`config.mk`:
```
export PLATFORM = sky130hd
export DESIGN_NAME = aer_event_word_decoder
export DESIGN_NICKNAME = d
export VERILOG_FILES = /design/src/rtl/aer_pkg.sv /design/src/rtl/aer_front.sv /design/src/rtl/aer_queue.sv /design/src/rtl/aer_back.sv /design/src/rtl/aer_event_word_decoder.sv
export SDC_FILE = /design/constraint.sdc
export NUM_CORES = 1
export LEC_CHECK = 0
export ABC_AREA = 1
export BUFFER_PORTS_ARGS = -buffer_cell sky130_fd_sc_hd__buf_2
export CAP_MARGIN = 20
export CORE_UTILIZATION = 40
export CTS_CLUSTER_DIAMETER = 30
export DETAILED_ROUTE_END_ITERATION = 7
export PLACE_DENSITY = 0.65
export SYNTH_ARGS = -nofsm -noshare
export SYNTH_HDL_FRONTEND = slang
export SYNTH_HIERARCHICAL = 1
export SYNTH_SLANG_ARGS = --single-unit
```
`constraint.sdc`:
```
create_clock -name i_clk -period 9.4 [get_ports i_clk]
set_input_delay 1.88 -clock i_clk [delete_from_list [all_inputs] [get_ports i_clk]]
set_output_delay 1.88 -clock i_clk [all_outputs]
set_load 0.005 [all_outputs]
```
`src/rtl/aer_pkg.sv`:
```
package aer_pkg;

    // Default depth of the queue between the parser and the field decoder.
    localparam int QUEUE_DEPTH = 4;

    // Word layout of the event stream.
    localparam logic [5:0]  TOP6_TS   = 6'b100000;
    localparam logic [5:0]  TOP6_WRAP = 6'b100010;
    localparam logic [31:0] WRAP_STEP = 32'h0100_0000;
    localparam logic [15:0] SYNC_HIGH = 16'h0001;

    // Parse phase of the stream.
    typedef enum logic [1:0] {
        PH_TS     = 2'd0,
        PH_FORCED = 2'd1,
        PH_ADDR   = 2'd2
    } t_phase;

    // Result status codes.
    typedef enum logic [2:0] {
        ST_EVENT     = 3'd0,
        ST_SYNC      = 3'd1,
        ST_MISS_TS   = 3'd2,
        ST_MISS_ADDR = 3'd3,
        ST_CORRUPT   = 3'd4
    } t_status;

    // Configuration register indexes.
    typedef enum logic [2:0] {
        CFG_X_MASK     = 3'd0,
        CFG_X_SHIFT    = 3'd1,
        CFG_Y_MASK     = 3'd2,
        CFG_Y_SHIFT    = 3'd3,
        CFG_POL_MASK   = 3'd4,
        CFG_POL_SHIFT  = 3'd5,
        CFG_EYE_MASK   = 3'd6,
        CFG_EYE_SHIFT  = 3'd7
    } t_cfg_index;

    // Classified item handed from the parser to the decoder.
    typedef struct packed {
        t_status     status;
        logic [15:0] addr;
        logic [31:0] stamp;
    } t_entry;

endpackage

```
`src/rtl/aer_front.sv`:
```
module aer_front (
    input  logic               i_clk,
    input  logic               i_rst_n,
    input  logic               i_accept,
    input  logic [31:0]        i_word,
    output logic               o_emit,
    output aer_pkg::t_entry    o_entry
);

    aer_pkg::t_phase r_phase, n_phase;
    logic [31:0]     r_wrap, n_wrap;
    logic [31:0]     r_last, n_last;

    logic        w_flag;
    logic        w_marker;
    logic        w_wrap;
    logic [31:0] w_stamp;

    // Word classification in a timestamp slot.
    assign w_flag   = i_word[31];
    assign w_marker = w_flag && (i_word[31:26] != aer_pkg::TOP6_TS);
    assign w_wrap   = (i_word[31:26] == aer_pkg::TOP6_WRAP);
    assign w_stamp  = {6'b0, i_word[25:0]} + r_wrap;

    // Next parse state. The address slot and the timestamp slot advance alike:
    // a word with the flag set is parsed as a timestamp word in both.
    always_comb begin
        n_phase = r_phase;
        n_wrap  = r_wrap;
        n_last  = r_last;
        if (r_phase == aer_pkg::PH_FORCED) begin
            n_last  = w_stamp;
            n_phase = aer_pkg::PH_ADDR;
        end else if (!w_flag) begin
            n_phase = aer_pkg::PH_TS;
        end else if (w_marker) begin
            if (w_wrap) begin
                n_wrap = r_wrap + aer_pkg::WRAP_STEP;
            end
            n_phase = aer_pkg::PH_FORCED;
        end else begin
            n_last  = w_stamp;
            n_phase = aer_pkg::PH_ADDR;
        end
    end

    // Result classification; the time is always that of the open pair.
    always_comb begin
        o_emit         = 1'b0;
        o_entry.status = aer_pkg::ST_EVENT;
        o_entry.addr   = i_word[15:0];
        o_entry.stamp  = r_last;
        unique case (r_phase)
            aer_pkg::PH_FORCED: begin
                o_emit = 1'b0;
            end
            aer_pkg::PH_ADDR: begin
                o_emit = 1'b1;
                if (w_flag) begin
                    o_entry.status = aer_pkg::ST_MISS_ADDR;
                end else if (i_word[31:16] > aer_pkg::SYNC_HIGH) begin
                    o_entry.status = aer_pkg::ST_CORRUPT;
                end else if (i_word[31:16] == aer_pkg::SYNC_HIGH) begin
                    o_entry.status = aer_pkg::ST_SYNC;
                end else begin
                    o_entry.status = aer_pkg::ST_EVENT;
                end
            end
            default: begin
                o_emit         = !w_flag;
                o_entry.status = aer_pkg::ST_MISS_TS;
            end
        endcase
    end

    // Parse state registers.
    always_ff @(posedge i_clk) begin
        if (!i_rst_n) begin
            r_phase <= aer_pkg::PH_TS;
            r_wrap  <= '0;
            r_last  <= '0;
        end else if (i_accept) begin
            r_phase <= n_phase;
            r_wrap  <= n_wrap;
            r_last  <= n_last;
        end
    end

endmodule

```
`src/rtl/aer_queue.sv`:
```
module aer_queue #(
    parameter int DEPTH = aer_pkg::QUEUE_DEPTH
) (
    input  logic               i_clk,
    input  logic               i_rst_n,
    input  logic               i_push,
    input  aer_pkg::t_entry    i_data,
    output logic               o_full,
    input  logic               i_pop,
    output logic               o_empty,
    output aer_pkg::t_entry    o_data
);

    localparam int PW = (DEPTH > 1) ? $clog2(DEPTH) : 1;
    localparam int CW = $clog2(DEPTH + 1);

    aer_pkg::t_entry r_mem [DEPTH];
    logic [PW-1:0]   r_wr_ptr;
    logic [PW-1:0]   r_rd_ptr;
    logic [CW-1:0]   r_count;

    logic do_push;
    logic do_pop;

    assign o_full  = (r_count == CW'(DEPTH));
    assign o_empty = (r_count == '0);
    assign do_push = i_push && !o_full;
    assign do_pop  = i_pop && !o_empty;
    assign o_data  = r_mem[r_rd_ptr];

    // Storage write.
    always_ff @(posedge i_clk) begin
        if (do_push) begin
            r_mem[r_wr_ptr] <= i_data;
        end
    end

    // Pointers and fill count.
    always_ff @(posedge i_clk) begin
        if (!i_rst_n) begin
            r_wr_ptr <= '0;
            r_rd_ptr <= '0;
            r_count  <= '0;
        end else begin
            if (do_push) begin
                r_wr_ptr <= (r_wr_ptr == PW'(DEPTH - 1)) ? '0 : r_wr_ptr + 1'b1;
            end
            if (do_pop) begin
                r_rd_ptr <= (r_rd_ptr == PW'(DEPTH - 1)) ? '0 : r_rd_ptr + 1'b1;
            end
            if (do_push && !do_pop) begin
                r_count <= r_count + 1'b1;
            end else if (do_pop && !do_push) begin
                r_count <= r_count - 1'b1;
            end
        end
    end

    // The fill count never passes the depth.
    a_count_bound: assert property (@(posedge i_clk) disable iff (!i_rst_n)
        r_count <= CW'(DEPTH))
        else $error("queue count above depth");

    // A lone push grows the count by one.
    a_count_push: assert property (@(posedge i_clk) disable iff (!i_rst_n)
        (do_push && !do_pop) |=> (r_count == $past(r_count) + 1'b1))
        else $error("queue count missed a push");

    // Pointers are equal whenever the queue is empty.
    a_ptr_match: assert property (@(posedge i_clk) disable iff (!i_rst_n)
        (r_count == '0) |-> (r_wr_ptr == r_rd_ptr))
        else $error("queue pointers differ while empty");

endmodule

```
`src/rtl/aer_back.sv`:
```
module aer_back (
    input  logic               i_clk,
    input  logic               i_rst_n,
    input  logic               i_cfg_valid,
    input  logic [2:0]         i_cfg_index,
    input  logic [15:0]        i_cfg_data,
    input  logic               i_head_valid,
    input  aer_pkg::t_entry    i_head,
    output logic               o_take,
    input  logic               i_pop,
    output logic               o_empty,
    output logic [2:0]         o_status,
    output logic [15:0]        o_x_coord,
    output logic [15:0]        o_y_coord,
    output logic               o_polarity_on,
    output logic [15:0]        o_eye_index,
    output logic [31:0]        o_event_time
);

    logic [15:0] r_x_mask, r_y_mask, r_pol_mask, r_eye_mask;
    logic [3:0]  r_x_shift, r_y_shift, r_pol_shift, r_eye_shift;

    logic        r_valid;
    logic [2:0]  r_status;
    logic [15:0] r_x, r_y, r_eye;
    logic        r_pol;
    logic [31:0] r_time;

    logic        is_event;
    logic [15:0] x_field, y_field, pol_field, eye_field;

    // Configuration registers; the write channel never stalls.
    always_ff @(posedge i_clk) begin
        if (!i_rst_n) begin
            r_x_mask    <= 16'h00FE;
            r_x_shift   <= 4'd1;
            r_y_mask    <= 16'h7F00;
            r_y_shift   <= 4'd8;
            r_pol_mask  <= 16'h0001;
            r_pol_shift <= 4'd0;
            r_eye_mask  <= 16'h8000;
            r_eye_shift <= 4'd15;
        end else if (i_cfg_valid) begin
            unique case (aer_pkg::t_cfg_index'(i_cfg_index))
                aer_pkg::CFG_X_MASK:    r_x_mask    <= i_cfg_data;
                aer_pkg::CFG_X_SHIFT:   r_x_shift   <= i_cfg_data[3:0];
                aer_pkg::CFG_Y_MASK:    r_y_mask    <= i_cfg_data;
                aer_pkg::CFG_Y_SHIFT:   r_y_shift   <= i_cfg_data[3:0];
                aer_pkg::CFG_POL_MASK:  r_pol_mask  <= i_cfg_data;
                aer_pkg::CFG_POL_SHIFT: r_pol_shift <= i_cfg_data[3:0];
                aer_pkg::CFG_EYE_MASK:  r_eye_mask  <= i_cfg_data;
                aer_pkg::CFG_EYE_SHIFT: r_eye_shift <= i_cfg_data[3:0];
                default:                r_x_mask    <= r_x_mask;
            endcase
        end
    end

    // Field extraction from the low address half.
    assign is_event  = (i_head.status == aer_pkg::ST_EVENT) ||
                       (i_head.status == aer_pkg::ST_SYNC);
    assign x_field   = (i_head.addr & r_x_mask) >> r_x_shift;
    assign y_field   = (i_head.addr & r_y_mask) >> r_y_shift;
    assign pol_field = (i_head.addr & r_pol_mask) >> r_pol_shift;
    assign eye_field = (i_head.addr & r_eye_mask) >> r_eye_shift;

    // The output register reloads when empty or when its item leaves.
    assign o_take = i_head_valid && (!r_valid || i_pop);

    always_ff @(posedge i_clk) begin
        if (!i_rst_n) begin
            r_valid <= 1'b0;
        end else if (o_take) begin
            r_valid <= 1'b1;
        end else if (i_pop) begin
            r_valid <= 1'b0;
        end
    end

    always_ff @(posedge i_clk) begin
        if (o_take) begin
            r_status <= i_head.status;
            r_x      <= is_event ? x_field : '0;
            r_y      <= is_event ? y_field : '0;
            r_pol    <= is_event && (pol_field != '0);
            r_eye    <= is_event ? eye_field : '0;
            r_time   <= i_head.stamp;
        end
    end

    assign o_empty       = !r_valid;
    assign o_status      = r_status;
    assign o_x_coord     = r_x;
    assign o_y_coord     = r_y;
    assign o_polarity_on = r_pol;
    assign o_eye_index   = r_eye;
    assign o_event_time  = r_time;

endmodule

```
`src/rtl/aer_event_word_decoder.sv`:
```
// Event stream word decoder.
// Input side is a queue write port: a 32-bit stream word is taken at a clock
// edge with push high and full low. Result side is a queue read port: while
// empty is low the oldest result sits on the o_ ports, and pop takes it.
// Not every word gives a result; words that only set up a timestamp or a
// marker are absorbed by the parser.
// The parser takes one word per cycle while full is low and hands each result
// to a small queue of QUEUE_DEPTH items; the decoder applies the field masks
// and shifts and registers the result. A result passes through the queue and
// then the output register. Sustained rate is one word per cycle while not full.
// When the receiver stalls, results pile up in the queue and the output
// register; full rises once both are occupied, and nothing is dropped.
// Configuration writes go through a valid/ready channel that is always
// ready, and are meant to happen while the block is idle.
// Synchronous reset returns the parser to expecting a timestamp, clears the
// wrap offset and last timestamp, empties the queue and loads the register
// defaults. No clearing pass is needed after reset.
module aer_event_word_decoder #(
    parameter int QUEUE_DEPTH = aer_pkg::QUEUE_DEPTH
) (
    input  logic        i_clk,
    input  logic        i_rst_n,
    input  logic        push,
    output logic        full,
    input  logic [31:0] i_stream_word,
    output logic        empty,
    input  logic        pop,
    output logic [2:0]  o_status,
    output logic [15:0] o_x_coord,
    output logic [15:0] o_y_coord,
    output logic        o_polarity_on,
    output logic [15:0] o_eye_index,
    output logic [31:0] o_event_time,
    input  logic        i_cfg_valid,
    output logic        o_cfg_ready,
    input  logic [2:0]  i_cfg_index,
    input  logic [15:0] i_cfg_data
);

    logic            accept;
    logic            emit;
    aer_pkg::t_entry front_entry;
    aer_pkg::t_entry head_entry;
    logic            head_empty;
    logic            take;

    assign accept      = push && !full;
    assign o_cfg_ready = 1'b1;

    // Parser: phase, wrap offset and timestamp tracking.
    aer_front u_front (
        .i_clk    (i_clk),
        .i_rst_n  (i_rst_n),
        .i_accept (accept),
        .i_word   (i_stream_word),
        .o_emit   (emit),
        .o_entry  (front_entry)
    );

    // Queue between parser and decoder.
    aer_queue #(
        .DEPTH (QUEUE_DEPTH)
    ) u_queue (
        .i_clk   (i_clk),
        .i_rst_n (i_rst_n),
        .i_push  (accept && emit),
        .i_data  (front_entry),
        .o_full  (full),
        .i_pop   (take),
        .o_empty (head_empty),
        .o_data  (head_entry)
    );

    // Decoder and output register.
    aer_back u_back (
        .i_clk         (i_clk),
        .i_rst_n       (i_rst_n),
        .i_cfg_valid   (i_cfg_valid && o_cfg_ready),
        .i_cfg_index   (i_cfg_index),
        .i_cfg_data    (i_cfg_data),
        .i_head_valid  (!head_empty),
        .i_head        (head_entry),
        .o_take        (take),
        .i_pop         (pop),
        .o_empty       (empty),
        .o_status      (o_status),
        .o_x_coord     (o_x_coord),
        .o_y_coord     (o_y_coord),
        .o_polarity_on (o_polarity_on),
        .o_eye_index   (o_eye_index),
        .o_event_time  (o_event_time)
    );

endmodule
```
### Word-level counts from Yosys, hierarchy flattened

Memory sizes are Yosys's and may differ from the RTL's. A register that Yosys moved wholly into a read port is not among the register bits.
Index checks and enable logic that the tools add are counted.

| operators by class | value |
|---|---|
| shift operators | 4 |
| magnitude comparators | 1 |
| equality and inequality tests | 17 |
| bitwise operators | 5 |
| multiplexer cells | 21 |
| add/sub/neg operators | 6 |
| reduce and logical (&&, ||, !) cells | 34 |

Operator list:

| kind | count |
|---|---|
| $mux 32 | 3 |
| $and 16x16->16 | 4 |
| $shr 16x4->16 | 4 |
| $add 26x32->32 | 1 |
| $add 32x25->32 const B | 1 |
| $eq 16x1->1 const B | 1 |
| $gt 16x1->1 const B | 1 |
| $reduce_and 2->1 | 8 |
| $reduce_bool 16->1 | 1 |
| $eq 3x3->1 const B | 5 |
| $mux 2 | 7 |
| $mux 3 | 4 |
| $logic_and 1x1->1 | 9 |
| $logic_not 3->1 | 3 |
| $eq 2x2->1 const B | 3 |
| $eq 3x1->1 const B | 2 |
| $eq 3x2->1 const B | 2 |
| $eq 6x6->1 const B | 1 |
| $logic_not 1->1 | 6 |
| $ne 6x6->1 const B | 1 |
| $pmux 3 s2 | 1 |
| $reduce_bool 2->1 | 3 |
| $mux 1 | 5 |
| $reduce_and 5->1 | 1 |
| 9 further kinds | 11 |

| storage, ports and cells | value |
|---|---|
| register bits after elaboration | 238 |
| memories kept | 1 |
| word-level logic and storage cells | 110 |
| output and inout port bits | 87 |
| bits in writable memories | 204 |

Memory list:

| memory | words | width | read ports | clocked after memory_dff | wr ports | RTL line | RTL |
|---|---|---|---|---|---|---|---|
| u_queue.r_mem | 4 | 51 | 1 | 1 | 1 | aer_queue.sv:17 | `aer_pkg::t_entry r_mem [DEPTH];` |

### Logic depth before layout (Yosys ltp)

Gate-level depths: netlist (run 1).

| depth | value |
|---|---|
| word-level depth | 9 |
| depth in mapped cells | 18 |

### By module

The synthesis (run 1) kept the hierarchy.

Modules (own cells, without submodules):

| module | seq. area each (um2) | area an instance (um2) | instances | cells each |
|---|---|---|---|---|
| aer_queue | 6306.0 | 8090.3 | 1 | 565 |
| aer_back | 4144.0 | 7723.7 | 1 | 948 |
| aer_front | 840.8 | 2165.8 | 1 | 312 |
| aer_event_word_decoder | 0.0 | 38.8 | 1 | 8 |

### Worst setup path before layout (run 1)

OpenSTA, ideal clock, no wires.

| timing path | value |
|---|---|
| path kind | in2reg |
| start | input pop |
| end | register u_queue.r_count[1] |
| arrival time | 7.765 ns |
| path buffers | 0 |
| setup slack | 1.520 ns |
| stages on the path | 8 |
| data required time | 9.284 ns |
| setup time | 0.116 ns |
| cells stage by stage | inv_1 -> a21oi_1 -> nand2_1 -> ha_1 -> inv_1 -> fa_1 -> o21ai_0 -> nor2_1 |

| between the ends | value |
|---|---|
| word-level cells in the longest chain between the ends | 6 |
| elaborated cells on any way between the ends | 8 |
| classes of those cells | 1 x mux; 7 x reduce/logical |

RTL lines:

| element | RTL line | RTL |
|---|---|---|
| start, declared | aer_event_word_decoder.sv:27 | `input logic pop,` |
| $logic_or 1x1->1 (*) | aer_back.sv:67 | `assign o_take = i_head_valid && (!r_valid \|\| i_pop);` |
| $logic_and 1x1->1 (*) | aer_back.sv:67 |  |
| named net take | aer_event_word_decoder.sv:45 | `logic take;` |
| $logic_and 1x1->1 (*) | aer_queue.sv:28 | `assign do_pop = i_pop && !o_empty;` |
| $logic_not 1->1 | aer_queue.sv:51 | `if (do_push && !do_pop) begin` |
| $logic_and 1x1->1 | aer_queue.sv:51 |  |
| $mux 3 or $reduce_bool 2->1 (tied branches) | -- |  |
| end signal, assigned | aer_queue.sv:52 | `r_count <= r_count + 1'b1;` |
| end signal, assigned | aer_queue.sv:54 | `r_count <= r_count - 1'b1;` |
| end, declared | aer_queue.sv:20 | `logic [CW-1:0] r_count;` |

The timed path passes the listed nets; every way through them passes the cells marked *.
A chain may end at the register's enable or synchronous reset.

==> results of run 1 <==
[worst max-delay path by stage]
stage | from | to | slack [ns] | cells past startpoint
final | flop | u_back/o_y_coord[2]$_SDFFCE_PP0P_ | 5.75 | 13
after detailed placement | i_stream_word[31] | u_queue/r_mem[1][7]$_DFFE_PP_ | 5.42 | 7
after floorplan | pop | u_queue/r_count[1]$_SDFFE_PN0P_ | 1.52 | 8
after CTS | flop | u_back/o_y_coord[0]$_SDFFCE_PP0P_ | 5.67 | 10
after global routing | flop | u_back/o_y_coord[2]$_SDFFCE_PP0P_ | 5.41 | 13
after global placement | i_stream_word[31] | u_queue/r_mem[3][7]$_DFFE_PP_ | 5.43 | 7
[synthesized netlist by cell type, drive strengths merged]
cell / count / area share [%]
a211oi: 1 / 0.042
a21boi: 1 / 0.042
a21o: 1 / 0.042
a21oi: 50 / 1.5
a31oi: 6 / 0.24
and2: 1 / 0.035
buf: 74 / 3.4
clkbuf: 29 / 0.63
clkinv: 3 / 0.062
conb: 1 / 0.021
dfxtp: 132 / 15
edfxtp: 288 / 48
fa: 2 / 0.22
ha: 11 / 0.76
inv: 99 / 2.1
mux2i: 6 / 0.33
nand2: 328 / 6.9
nand3: 68 / 2.0
nand3b: 3 / 0.12
nand4: 2 / 0.069
nor2: 358 / 7.8
nor3: 1 / 0.028
nor4: 1 / 0.035
o211a: 1 / 0.056
o211ai: 11 / 0.54
o21ai: 292 / 8.2
o21bai: 1 / 0.042
o22ai: 53 / 1.8
or2: 4 / 0.14
xnor2: 2 / 0.097
xor2: 3 / 0.15
[kinds of logic (layout without fill, tap and decap cells)]
| family | Yosys count | count (layout) | synth area share [%] |
|---|---|---|---|
| AO/OA/AOI/OAI | 417 | 417 | 12.5 |
| XOR/XNOR | 5 | 5 | 0.243 |
| adder cells (fa/ha/maj) | 13 | 13 | 0.986 |
| buffers and inverters | 205 | 413 | 6.13 |
| flip-flops | 420 | 420 | 62.7 |
| multiplexers | 6 | 6 | 0.333 |
| other | 1 | 1 | 0.0208 |
| AND/OR/NAND/NOR | 766 | 766 | 17.1 |
[cell usage in the layout, fill, tap and decap left out, drive strengths merged, types with 2 or more instances in the layout]
cell type  instances
inv              108
mux2i              6
xor2               3
nand2            328
clkbuf            99
fa                 2
buf              151
o22ai             53
a21oi             50
o21ai            292
o211ai            11
bufinv            15
edfxtp           288
nand3             68
xnor2              2
ha                11
dfxtp            132
clkinv            24
clkinvlp          16
nand3b             3
nor2             358
or2                4
nand4              2
a31oi              6
[worst reg2reg max path, delay by kind of cell (launching register included)]
| family | cells | cell delay [ns] |
|---|---|---|
| AOI/OAI and AO/OA | 6 | 1.42 |
| buffers and inverters | 3 | 1.26 |
| and+or+nand+nor | 4 | 0.35 |
| DFF | 1 | 0.47 |
[power by group]
group          switching (mW)  internal, mW
combinational           0.957         0.381
clock                    1.01          2.15
sequential              0.108          2.38
total                    2.07          4.91
[final cells by class]
cell class              count  area (sq um)  share of cell area [%]
flip-flops and latches    420         11300                    51.5
repair buffers            151           781                    3.56
clock inverters            61           817                    3.72
multi-input cells        1208          5660                    25.8
inverters                 102           385                    1.76
well taps                 592           741                    3.38
clock buffers              99          2260                    10.3
[metal layers]
layer	routed length (microns)	part of all wire, %	global-route usage, %
met1	18700	42	24.0
met2	21600	49	32.4
met3	2870	6.5	4.77
met4	1180	2.6	8.24
met5	55	0.12	0
[sequential cells by signal, indices dropped and copies added (netlist names), 8 cells and up, named ones only]
register             cells
u_back/o_eye_index      16
u_front/r_wrap           8
u_back/r_eye_mask       16
u_back/r_x_mask         16
u_front/r_last          32
u_back/r_pol_mask       16
u_back/o_event_time     32
u_back/o_y_coord        16
u_queue/r_mem          204
u_back/r_y_mask         16
u_back/o_x_coord        16
[stage by stage]
step,std cells,util (%)
final,2633,49.5
after global routing,2633,49.5
after CTS,2632,49.5
after detailed placement,2472,42.5
after global placement,2472,42.5
after floorplan,1833,-
==> summary.txt, run 1 <==
Min path
  • Worst Hold Path EP: u_back/r_y_mask[12]$_SDFFE_PN1P_
  • Worst hold path depth: 2
  • Min-Delay Path Class: flop to flop
  • Hold Path Origin: u_back/r_y_mask[12]$_SDFFE_PN1P_

Placement
  • RePlAce Congestion: 0.901
  • HPWL after DPL: 27.6 mm
  • Area after DPL: 18,900 sq um
  • Post-Place Setup Slack: 5.42 ns
  • I/O Buffers: 141

Clocking
  • Skew-Pair Late Insertion Delay: ~0.62 ns
  • # Post-CTS Setup Buffers: 0
  • H-tree levels: 3
  • Worst-path clk slew: 0.05 ns
  • CTS root buf: clkbuf_16
  • CTS Buf Count: 86
  • Hold-fix buffers, CTS: 0
  • Clk buf depth: 3
  • Post-cts sizing count: 0
  • Clock sink total: 420
  • CTS tree: done

Routing
  • DRC violations left: 0
  • DR vias/cell: 5.08
  • 1st-iter DRT viols: 1,035
  • Drt first pass iters: 5
  • Post-DRT Antenna Nets: 0
  • Via count: 13,388
  • Final WL: 44.4 mm
  • WL per Instance: 16.9 microns

Timing
  • Slew of the pin with the lowest slew margin: 1.08 ns
  • Slew Limit Fails: 0
  • Setup TNS: 0 ns
  • Fin crit period: 3.65 ns
  • Fmax achieved: 0.274 GHz
  • Final Setup Violations: 0
  • Hold slack: 0.452 ns
  • Slew headroom: 28.3%
  • Final WS setup: 5.75 ns
  • Crit share post-route: 38.8%
  • Skew final: 0.0432 ns
  • Final hold vios: 0
  • RSZ-0062 raised after global routing: no

Floorplanning
  • # IOs: 143
  • Die Ht: 214 microns
  • # rows: 77
  • Die width: 214 microns
  • DIE AREA: 45,900 sq um
  • Core area: 44,300 sq um
  • Initial Utilization: 40.7%

Critical path
  • Worst reg2reg endpoint: u_back/o_y_coord[2]$_SDFFCE_PP0P_
  • Most used cell, CP: nand2_1
  • Worst EP arrival: a little over 4 ns
  • CP top delay family: compound AO/OA/AOI/OAI gates
  • Slowest-stage cell, CP: buf_4
  • Crit end category: flop
  • R2R cell count: 13
  • Max incr delay on CP: 0.73 ns
  • CP max FO: 78
  • CP Cell Sequence: inv_2, buf_4, o21ai_0, o22ai_1, nand2_1, inv_1, nand2_1, o21ai_1, nand2_1, o21ai_1, nand2_1, a21oi_1, o21bai_1
  • Worst setup SP type: flop
  • Crit path buf inv count: 3
  • R2r setup slk: about 5.8 ns
  • Crit path required time: 9.85 ns
  • Crit path kind: flop to flop

Logic synthesis
  • Warning count from the yosys run: 6
  • Post-Syn Instances: between 1,500 and 2,000
  • Avg Cell Area, Syn: 9.83 sq um
  • Post-Syn Area: approximately 18,000 sq um
  • Share of the yosys chip area belonging to registers: 62.7%
  • Yosys cell types: 47
  • Syn nets: about 1,900
  • Synth Register Bits: 420

Global route
  • First-pass GRT wire length: 70.1 mm
  • Initial antenna violation count: 4
  • Pin count of the biggest net entering global routing: 86
  • Total gr overflow: 0
  • Number of global-route vias before repair: 12,885
  • GR Util All Layers: 19.4%

Finish
  • Final #Nets: 2,038
  • Share of layout cells above drive strength 1: 16.7%
  • Fin area: 21,900 sq um
  • Area Growth Syn to Fin: 21.8%
  • ANT cells: 0
  • FILL cells: 4,038

Power
  • Total power draw: 6.98 mW
  • Pwr per Cell Area: ~320 nW/um^2
  • Leakage: 8.58 nW
  • Peak supply drop: 155 uV

Status
  • Outcome: finished, final reports clean

Run
  • Max_cap viols: 0
No activity file was read; power rests on OpenSTA's default activity.
==> run 2: changes to the inputs <==
--- a/config.mk
+++ b/config.mk
@@ -5,7 +5,7 @@
 export SDC_FILE = /design/constraint.sdc
 export NUM_CORES = 1
 export LEC_CHECK = 0
-export ABC_AREA = 1
+export ABC_AREA = 0
 export BUFFER_PORTS_ARGS = -buffer_cell sky130_fd_sc_hd__buf_2
 export CAP_MARGIN = 20
 export CORE_UTILIZATION = 40
==> constraint.sdc (replaced) <==
create_clock -name i_clk -period 3.8 [get_ports i_clk]
set_input_delay 0.76 -clock i_clk [delete_from_list [all_inputs] [get_ports i_clk]]
set_output_delay 0.76 -clock i_clk [all_outputs]
set_load 0.005 [all_outputs]
==> summary.txt, run 2 <==
Run
  • Max_cap viols: 0

Logic synthesis
  • Syn nets: 1,432
  • Synth Register Bits: between 400 and 500
  • Post-Syn Area: roughly 18,000 sq um
  • Share of the yosys chip area belonging to registers: 63.2%
  • Avg Cell Area, Syn: 13.1 sq um
  • Post-Syn Instances: between 1,000 and 1,500
  • Post-synth top cells: edfxtp_1, nand2_1, dfxtp_1, mux4_2, nand3_1
  • Main synth FF type: edfxtp_1
  • Yosys cell types: 61
  • Count leader, synth: edfxtp_1
  • Warning count from the yosys run: 6
  • Synth area leader: edfxtp_1
  • Top cells by area, synth: edfxtp_1, dfxtp_1, mux4_2
  • Asr flop ratio synth: 0%
  • EDFF count, synth: 288
  • Area share of the largest cell type after synthesis: 48.4%

Timing
  • Slew of the pin with the lowest slew margin: 0.970 ns
  • Crit share post-route: 76.7%
  • Final hold vios: 0
  • RSZ-0062 raised after global routing: no
  • Slew headroom: a little over a third
  • Fmax achieved: 0.343 GHz
  • Final Setup Violations: 0
  • Setup TNS: 0 ns
  • Hold slack: 0.389 ns
  • Slew Limit Fails: 0
  • Skew final: 0.0341 ns
  • Fin crit period: 2.92 ns

Critical path
  • Crit end category: flop
  • Reg-to-Reg Start: u_front/r_phase[0]$_SDFFE_PN0P_
  • Worst setup SP type: flop
  • Crit path kind: flop to flop
  • R2r setup slk: approximately 0.88 ns
  • Worst reg2reg endpoint: u_queue/r_count[2]$_SDFFE_PN0P_
  • Crit path to: u_queue/r_count[2]$_SDFFE_PN0P_
  • R2R cell count: 12
  • Crit path required time: 4.33 ns
  • CP max FO: 7
  • Worst setup path startpoint: u_front/r_phase[0]$_SDFFE_PN0P_
  • Worst EP arrival: 3.45 ns

Clocking
  • CTS root buf: clkbuf_16
  • # Post-CTS Setup Buffers: 0
  • Hold-fix buffers, CTS: 0
  • CTS tree: done
  • Post-cts sizing count: 0
  • H-tree levels: 3
  • CTS Buf Count: between 80 and 90
  • Skew-Pair Late Insertion Delay: 0.61 ns
  • Clk buf depth: 3
  • Worst-path clk slew: 0.05 ns
  • Clock sink total: 420

Finish
  • FILL cells: 3,839
  • Area Growth Syn to Fin: 22.0%
  • Final #Nets: 1,572
  • Fin area: 21,800 sq um
  • Commonest non-fill, non-tap cell in the layout: edfxtp_1
  • ANT cells: 0
  • Layout Cells excl Fill: 2,167
  • Most frequent cells in the layout: edfxtp_1, nand2_1, buf_2, dfxtp_1, clkbuf_16
  • Max reg flops: 204
  • Share of layout cells above drive strength 1: around a quarter
  • Biggest register: u_queue/r_mem

Placement
  • RePlAce Congestion: between 0.8 and 0.9
  • I/O Buffers: 141
  • HPWL after DPL: about 27 mm
  • Placed Cells: 2,008
  • Area after DPL: 18,900 sq um

Status
  • Outcome: finished, final reports clean

Routing
  • Drt first pass iters: 5
  • Post-DRT Antenna Nets: 0
  • DR vias/cell: 5.34
  • WL per Instance: 19.6 microns
  • Via count: 11,562
  • DRC violations left: 0
  • Final WL: between 40 and 50 mm
  • 1st-iter DRT viols: approximately 1,000

Floorplanning
  • Die width: around 210 microns
  • Initial Utilization: approximately two fifths
  • DIE AREA: 45,500 sq um
  • # IOs: 143
  • Core area: 44,100 sq um
  • Die Ht: 213 microns
  • # rows: 77

Global route
  • GR Util All Layers: 18.8%
  • Number of global-route vias before repair: approximately 11,000
  • Initial antenna violation count: 2
  • Pin count of the biggest net entering global routing: 97
  • Total gr overflow: 0
  • First-pass GRT wire length: about 64 mm

Power
  • Leakage: 7.71 nW
  • Pwr per Cell Area: around 730 nW/um^2
  • Total power draw: 16.0 mW
  • Peak supply drop: 523 uV

Min path
  • Min-Delay Path Class: input pin to flop
run 2: changes by cell type after synthesis, moves of 27 or more:
cell      delta
nor2_1     -305
o21ai_0    -125
o21ai_1     -86
inv_1       -73
mux4_2      +72
o22ai_1     -53
nand2_1     -51
a21boi_0    +44
mux2i_1     +27
run 2: report_power, final:
group / internal (mW) / total (mW) / switching (mW)
combinational: 1.03 / 2.54 / 1.51
sequential: 5.78 / 6.11 / 0.328
clock: 4.84 / 7.37 / 2.53
run 2: layout make-up:
cell class              instances  area, sq um  share of cell area (%)
repair buffers                159          923                    4.23
well taps                     592          741                    3.40
clock buffers                 102         2260                    10.4
inverters                      14         52.6                   0.241
multi-input cells             824         5870                    26.9
flip-flops and latches        420        11300                    51.8
clock inverters                56          662                    3.03
run 2: worst max-delay path, stage by stage, from the launching register on:
cell	delay [ns]
dfxtp_1	0.33
inv_1	0.06
ha_1	0.29
inv_1	0.08
mux2i_1	0.17
and3b_1	0.15
nor2b_1	0.42
ha_1	0.27
inv_1	0.06
fa_1	0.38
xor2_1	0.16
or3_1	0.30
a21boi_0	0.18
run 2: worst min path at each step:
stage / startpoint / end / slack (ns) / cells past startpoint
finish: i_stream_word[13] / u_queue/r_mem[2][45]$_DFFE_PP_ / 0.39 / 1
global route: i_stream_word[14] / u_queue/r_mem[3][46]$_DFFE_PP_ / 0.38 / 1
CTS: i_stream_word[13] / u_queue/r_mem[2][45]$_DFFE_PP_ / 0.36 / 1
detailed placement: u_back/r_pol_mask[4]$_SDFFE_PN0P_ / u_back/r_pol_mask[4]$_SDFFE_PN0P_ / 0.46 / 2
global placement: u_back/r_pol_mask[9]$_SDFFE_PN0P_ / u_back/r_pol_mask[9]$_SDFFE_PN0P_ / 0.44 / 2
floorplan: u_back/r_pol_mask[4]$_SDFFE_PN0P_ / u_back/r_pol_mask[4]$_SDFFE_PN0P_ / 0.44 / 2
run 2: routing by layer:
metal / wire [microns] / share of wire (%) / GRT usage (%)
met1: 18500 / 43 / 24.8
met2: 19900 / 47 / 29.6
met5: 23 / 0.054 / 0
met3: 2770 / 6.5 / 4.07
met4: 1320 / 3.1 / 8.72
run 2: metrics by stage:
stage,utilization [%],setup slack (ns)
global route,49.4,0.728
detailed placement,42.7,0.839
global placement,42.7,0.838
floorplan,-,0.235
CTS,49.4,0.894
finish,49.4,0.884
run 2: kinds of logic after synthesis:
group	synth area share, %
buffers and inverters	4.07
AO/OA/AOI/OAI	7.72
multiplexers	11.7
adder cells (fa/ha/maj)	0.994
flip-flops	63.2
AND/OR/NAND/NOR	11.8
other	0.0210
XOR/XNOR	0.490
==> run 3: changes to the inputs <==
--- a/config.mk
+++ b/config.mk
@@ -11,7 +11,7 @@
 export CORE_UTILIZATION = 40
 export CTS_CLUSTER_DIAMETER = 30
 export DETAILED_ROUTE_END_ITERATION = 7
-export PLACE_DENSITY = 0.65
+export PLACE_DENSITY = 0.67
 export SYNTH_ARGS = -nofsm -noshare
 export SYNTH_HDL_FRONTEND = slang
 export SYNTH_HIERARCHICAL = 1
==> constraint.sdc (replaced) <==
create_clock -name i_clk -period 2.5 [get_ports i_clk]
set_input_delay 0.5 -clock i_clk [delete_from_list [all_inputs] [get_ports i_clk]]
set_output_delay 0.5 -clock i_clk [all_outputs]
set_load 0.005 [all_outputs]
==> summary.txt, run 3 (same netlist as run 2, synthesis figures left out) <==
Power
  • Peak supply drop: around 1200 uV
  • Clock Power Share: approximately 46%
  • Pwr per Cell Area: roughly 1100 nW/um^2
  • Sequential Power Share: 36.8%
  • Net Sw Frac: 27.1%
  • Psw: ~6.8 mW
  • Comb pwr share: ~17%
  • Total power draw: 25.0 mW
  • Leakage: 8.03 nW
  • P_int: 18.3 mW

Finish
  • Max reg flops: 204
  • Share of layout cells above drive strength 1: between 30% and 40%
  • FILL cells: 3,739
  • Commonest non-fill, non-tap cell in the layout: edfxtp_1
  • Most frequent cells in the layout: edfxtp_1, nand2_1, buf_2, dfxtp_1, clkbuf_16
  • Fin area: 22,500 sq um
  • Seq. cell area: 11,300 sq um
  • Layout Cells excl Fill: around 2,200
  • Final #Nets: 1,616
  • Area occupied by multi-input gates: 6010 sq um
  • Biggest register: u_queue/r_mem
  • Area Growth Syn to Fin: 25.6%

Routing
  • 1st-iter DRT viols: 1,028
  • Final WL: 43.6 mm
  • Post-DRT Antenna Nets: 0
  • DRC violations left: 0
  • WL per Instance: 19.7 microns
  • Drt first pass iters: 5
  • DR vias/cell: 5.35
  • Via count: 11,833

Timing
  • Fmax achieved: 0.406 GHz
  • Final hold vios: 0
  • Fin crit period: 2.46 ns
  • Slew headroom: 27.6%
  • Slew Limit Fails: 0
  • Slew of the pin with the lowest slew margin: 1.08 ns
  • Final Setup Violations: 0
  • Skew final: 0.0239 ns
  • Crit share post-route: 98.6%
  • RSZ-0062 raised after global routing: yes

Min path
  • Min-Delay Path Class: input pin to flop
  • Hold Path Origin: i_stream_word[13]

Placement
  • I/O Buffers: 141
  • Area after DPL: around 19,000 sq um
  • RePlAce Congestion: 0.872
  • Placed Cells: 2,047
  • HPWL after DPL: 27.6 mm

Critical path
  • R2r setup slk: 0.04 ns
  • Crit path required time: approximately 2.8 ns
  • Crit end category: flop
  • Crit path kind: flop to flop
  • R2R cell count: 6
  • Worst EP arrival: 2.80 ns
  • CP max FO: 9
  • Worst setup SP type: flop
  • Crit path to: u_back/o_y_coord[5]$_SDFFCE_PP0P_
  • Worst reg2reg endpoint: u_back/o_y_coord[5]$_SDFFCE_PP0P_

Floorplanning
  • Die width: 213 microns
  • # rows: 77
  • # IOs: ~140
  • DIE AREA: 45,500 sq um
  • Die Ht: between 200 and 250 microns
  • Core area: 44,100 sq um
  • Initial Utilization: 40.5%

Status
  • Outcome: finished, final reports clean

Global route
  • Initial antenna violation count: 5
  • Pin count of the biggest net entering global routing: 88
  • GR Util All Layers: 19.1%
  • Total gr overflow: 0
  • Number of global-route vias before repair: approximately 12,000
  • First-pass GRT wire length: roughly 65 mm

Clocking
  • Clock sink total: 420
  • CTS root buf: clkbuf_16
  • CTS tree: done
  • Hold-fix buffers, CTS: 0
  • Worst-path clk slew: 0.05 ns
  • Clk buf depth: 3
  • H-tree levels: 3
  • CTS Buf Count: 85
  • Skew-Pair Late Insertion Delay: 0.60 ns

Run
  • Max_cap viols: 0
run 3: power by group through the flow:
| stage | registers [mW] | logic (mW) | clock network [mW] |
|---|---|---|---|
| 3_3_place_gp | 9.32 | 4.22 | 0 |
| 2_1_floorplan | 9.30 | 2.40 | 0 |
| 5_1_grt | 9.32 | 4.71 | 12.0 |
| 4_1_cts | 9.23 | 4.31 | 11.7 |
| 3_5_place_dp | 9.34 | 4.27 | 0 |
| 6_report | 9.20 | 4.35 | 11.5 |
run 3: layout make-up:
cell class,instances,area share (%)
Multi-Input combinational cell,824,26.8
Clock inverter,66,3.38
Timing Repair Buffer,202,6.01
Clock buffer,94,9.95
Tap cell,592,3.30
Sequential cell,420,50.3
Antenna cell,1,0.0111
Inverter,14,0.234
run 3: what timing repair did:
| item | CTS | global route |
|---|---|---|
| buffers inserted | 1 | 4 |
| setup endpoints to repair | 1 | 23 |
| hold endpoints to repair | 0 | 0 |
| gates resized for setup | 1 | 36 |
| pin swaps | 0 | 7 |
run 3: metal layers:
| layer | vias up | wire length, microns | track usage, % |
|---|---|---|---|
| met1 | 5825 | 18100 | 24.4 |
| met3 | 96 | 3480 | 5.40 |
| met2 | 478 | 20800 | 31.0 |
| li1 | 5424 | - | - |
| met4 | 10 | 1190 | 7.32 |
| met5 | - | 73 | 0 |
run 3: stage by stage:
step | worst slack, ns | hold slack [ns] | util, % | TNS [ns]
floorplan | -0.750 | 0.435 | - | -2.22
global placement | 0.0493 | 0.443 | 43.7 | 0
detailed placement | -0.0400 | 0.448 | 43.7 | -0.0400
CTS | 0.00113 | 0.117 | 50.5 | 0
global route | -0.0349 | 0.132 | 50.9 | -0.144
finish | 0.0353 | 0.146 | 50.9 | 0
run 3: worst max-delay path, cell delays in order (launching register included):
cell and delay, ns:
dfxtp_4 0.38, buf_12 0.15, mux4_2 0.66, nand3_2 0.14, o21ai_1 0.12, mux4_2 0.52
o211a_1 0.23
run 3: worst min path at each step:
stage / to / cells past startpoint
final: u_queue/r_mem[2][45]$_DFFE_PP_ / 1
after global placement: u_back/r_pol_mask[9]$_SDFFE_PN0P_ / 2
after CTS: u_queue/r_mem[2][45]$_DFFE_PP_ / 1
after detailed placement: u_back/r_pol_mask[9]$_SDFFE_PN0P_ / 2
after global routing: u_queue/r_mem[3][32]$_DFFE_PP_ / 1
after floorplan: u_back/r_pol_mask[4]$_SDFFE_PN0P_ / 2
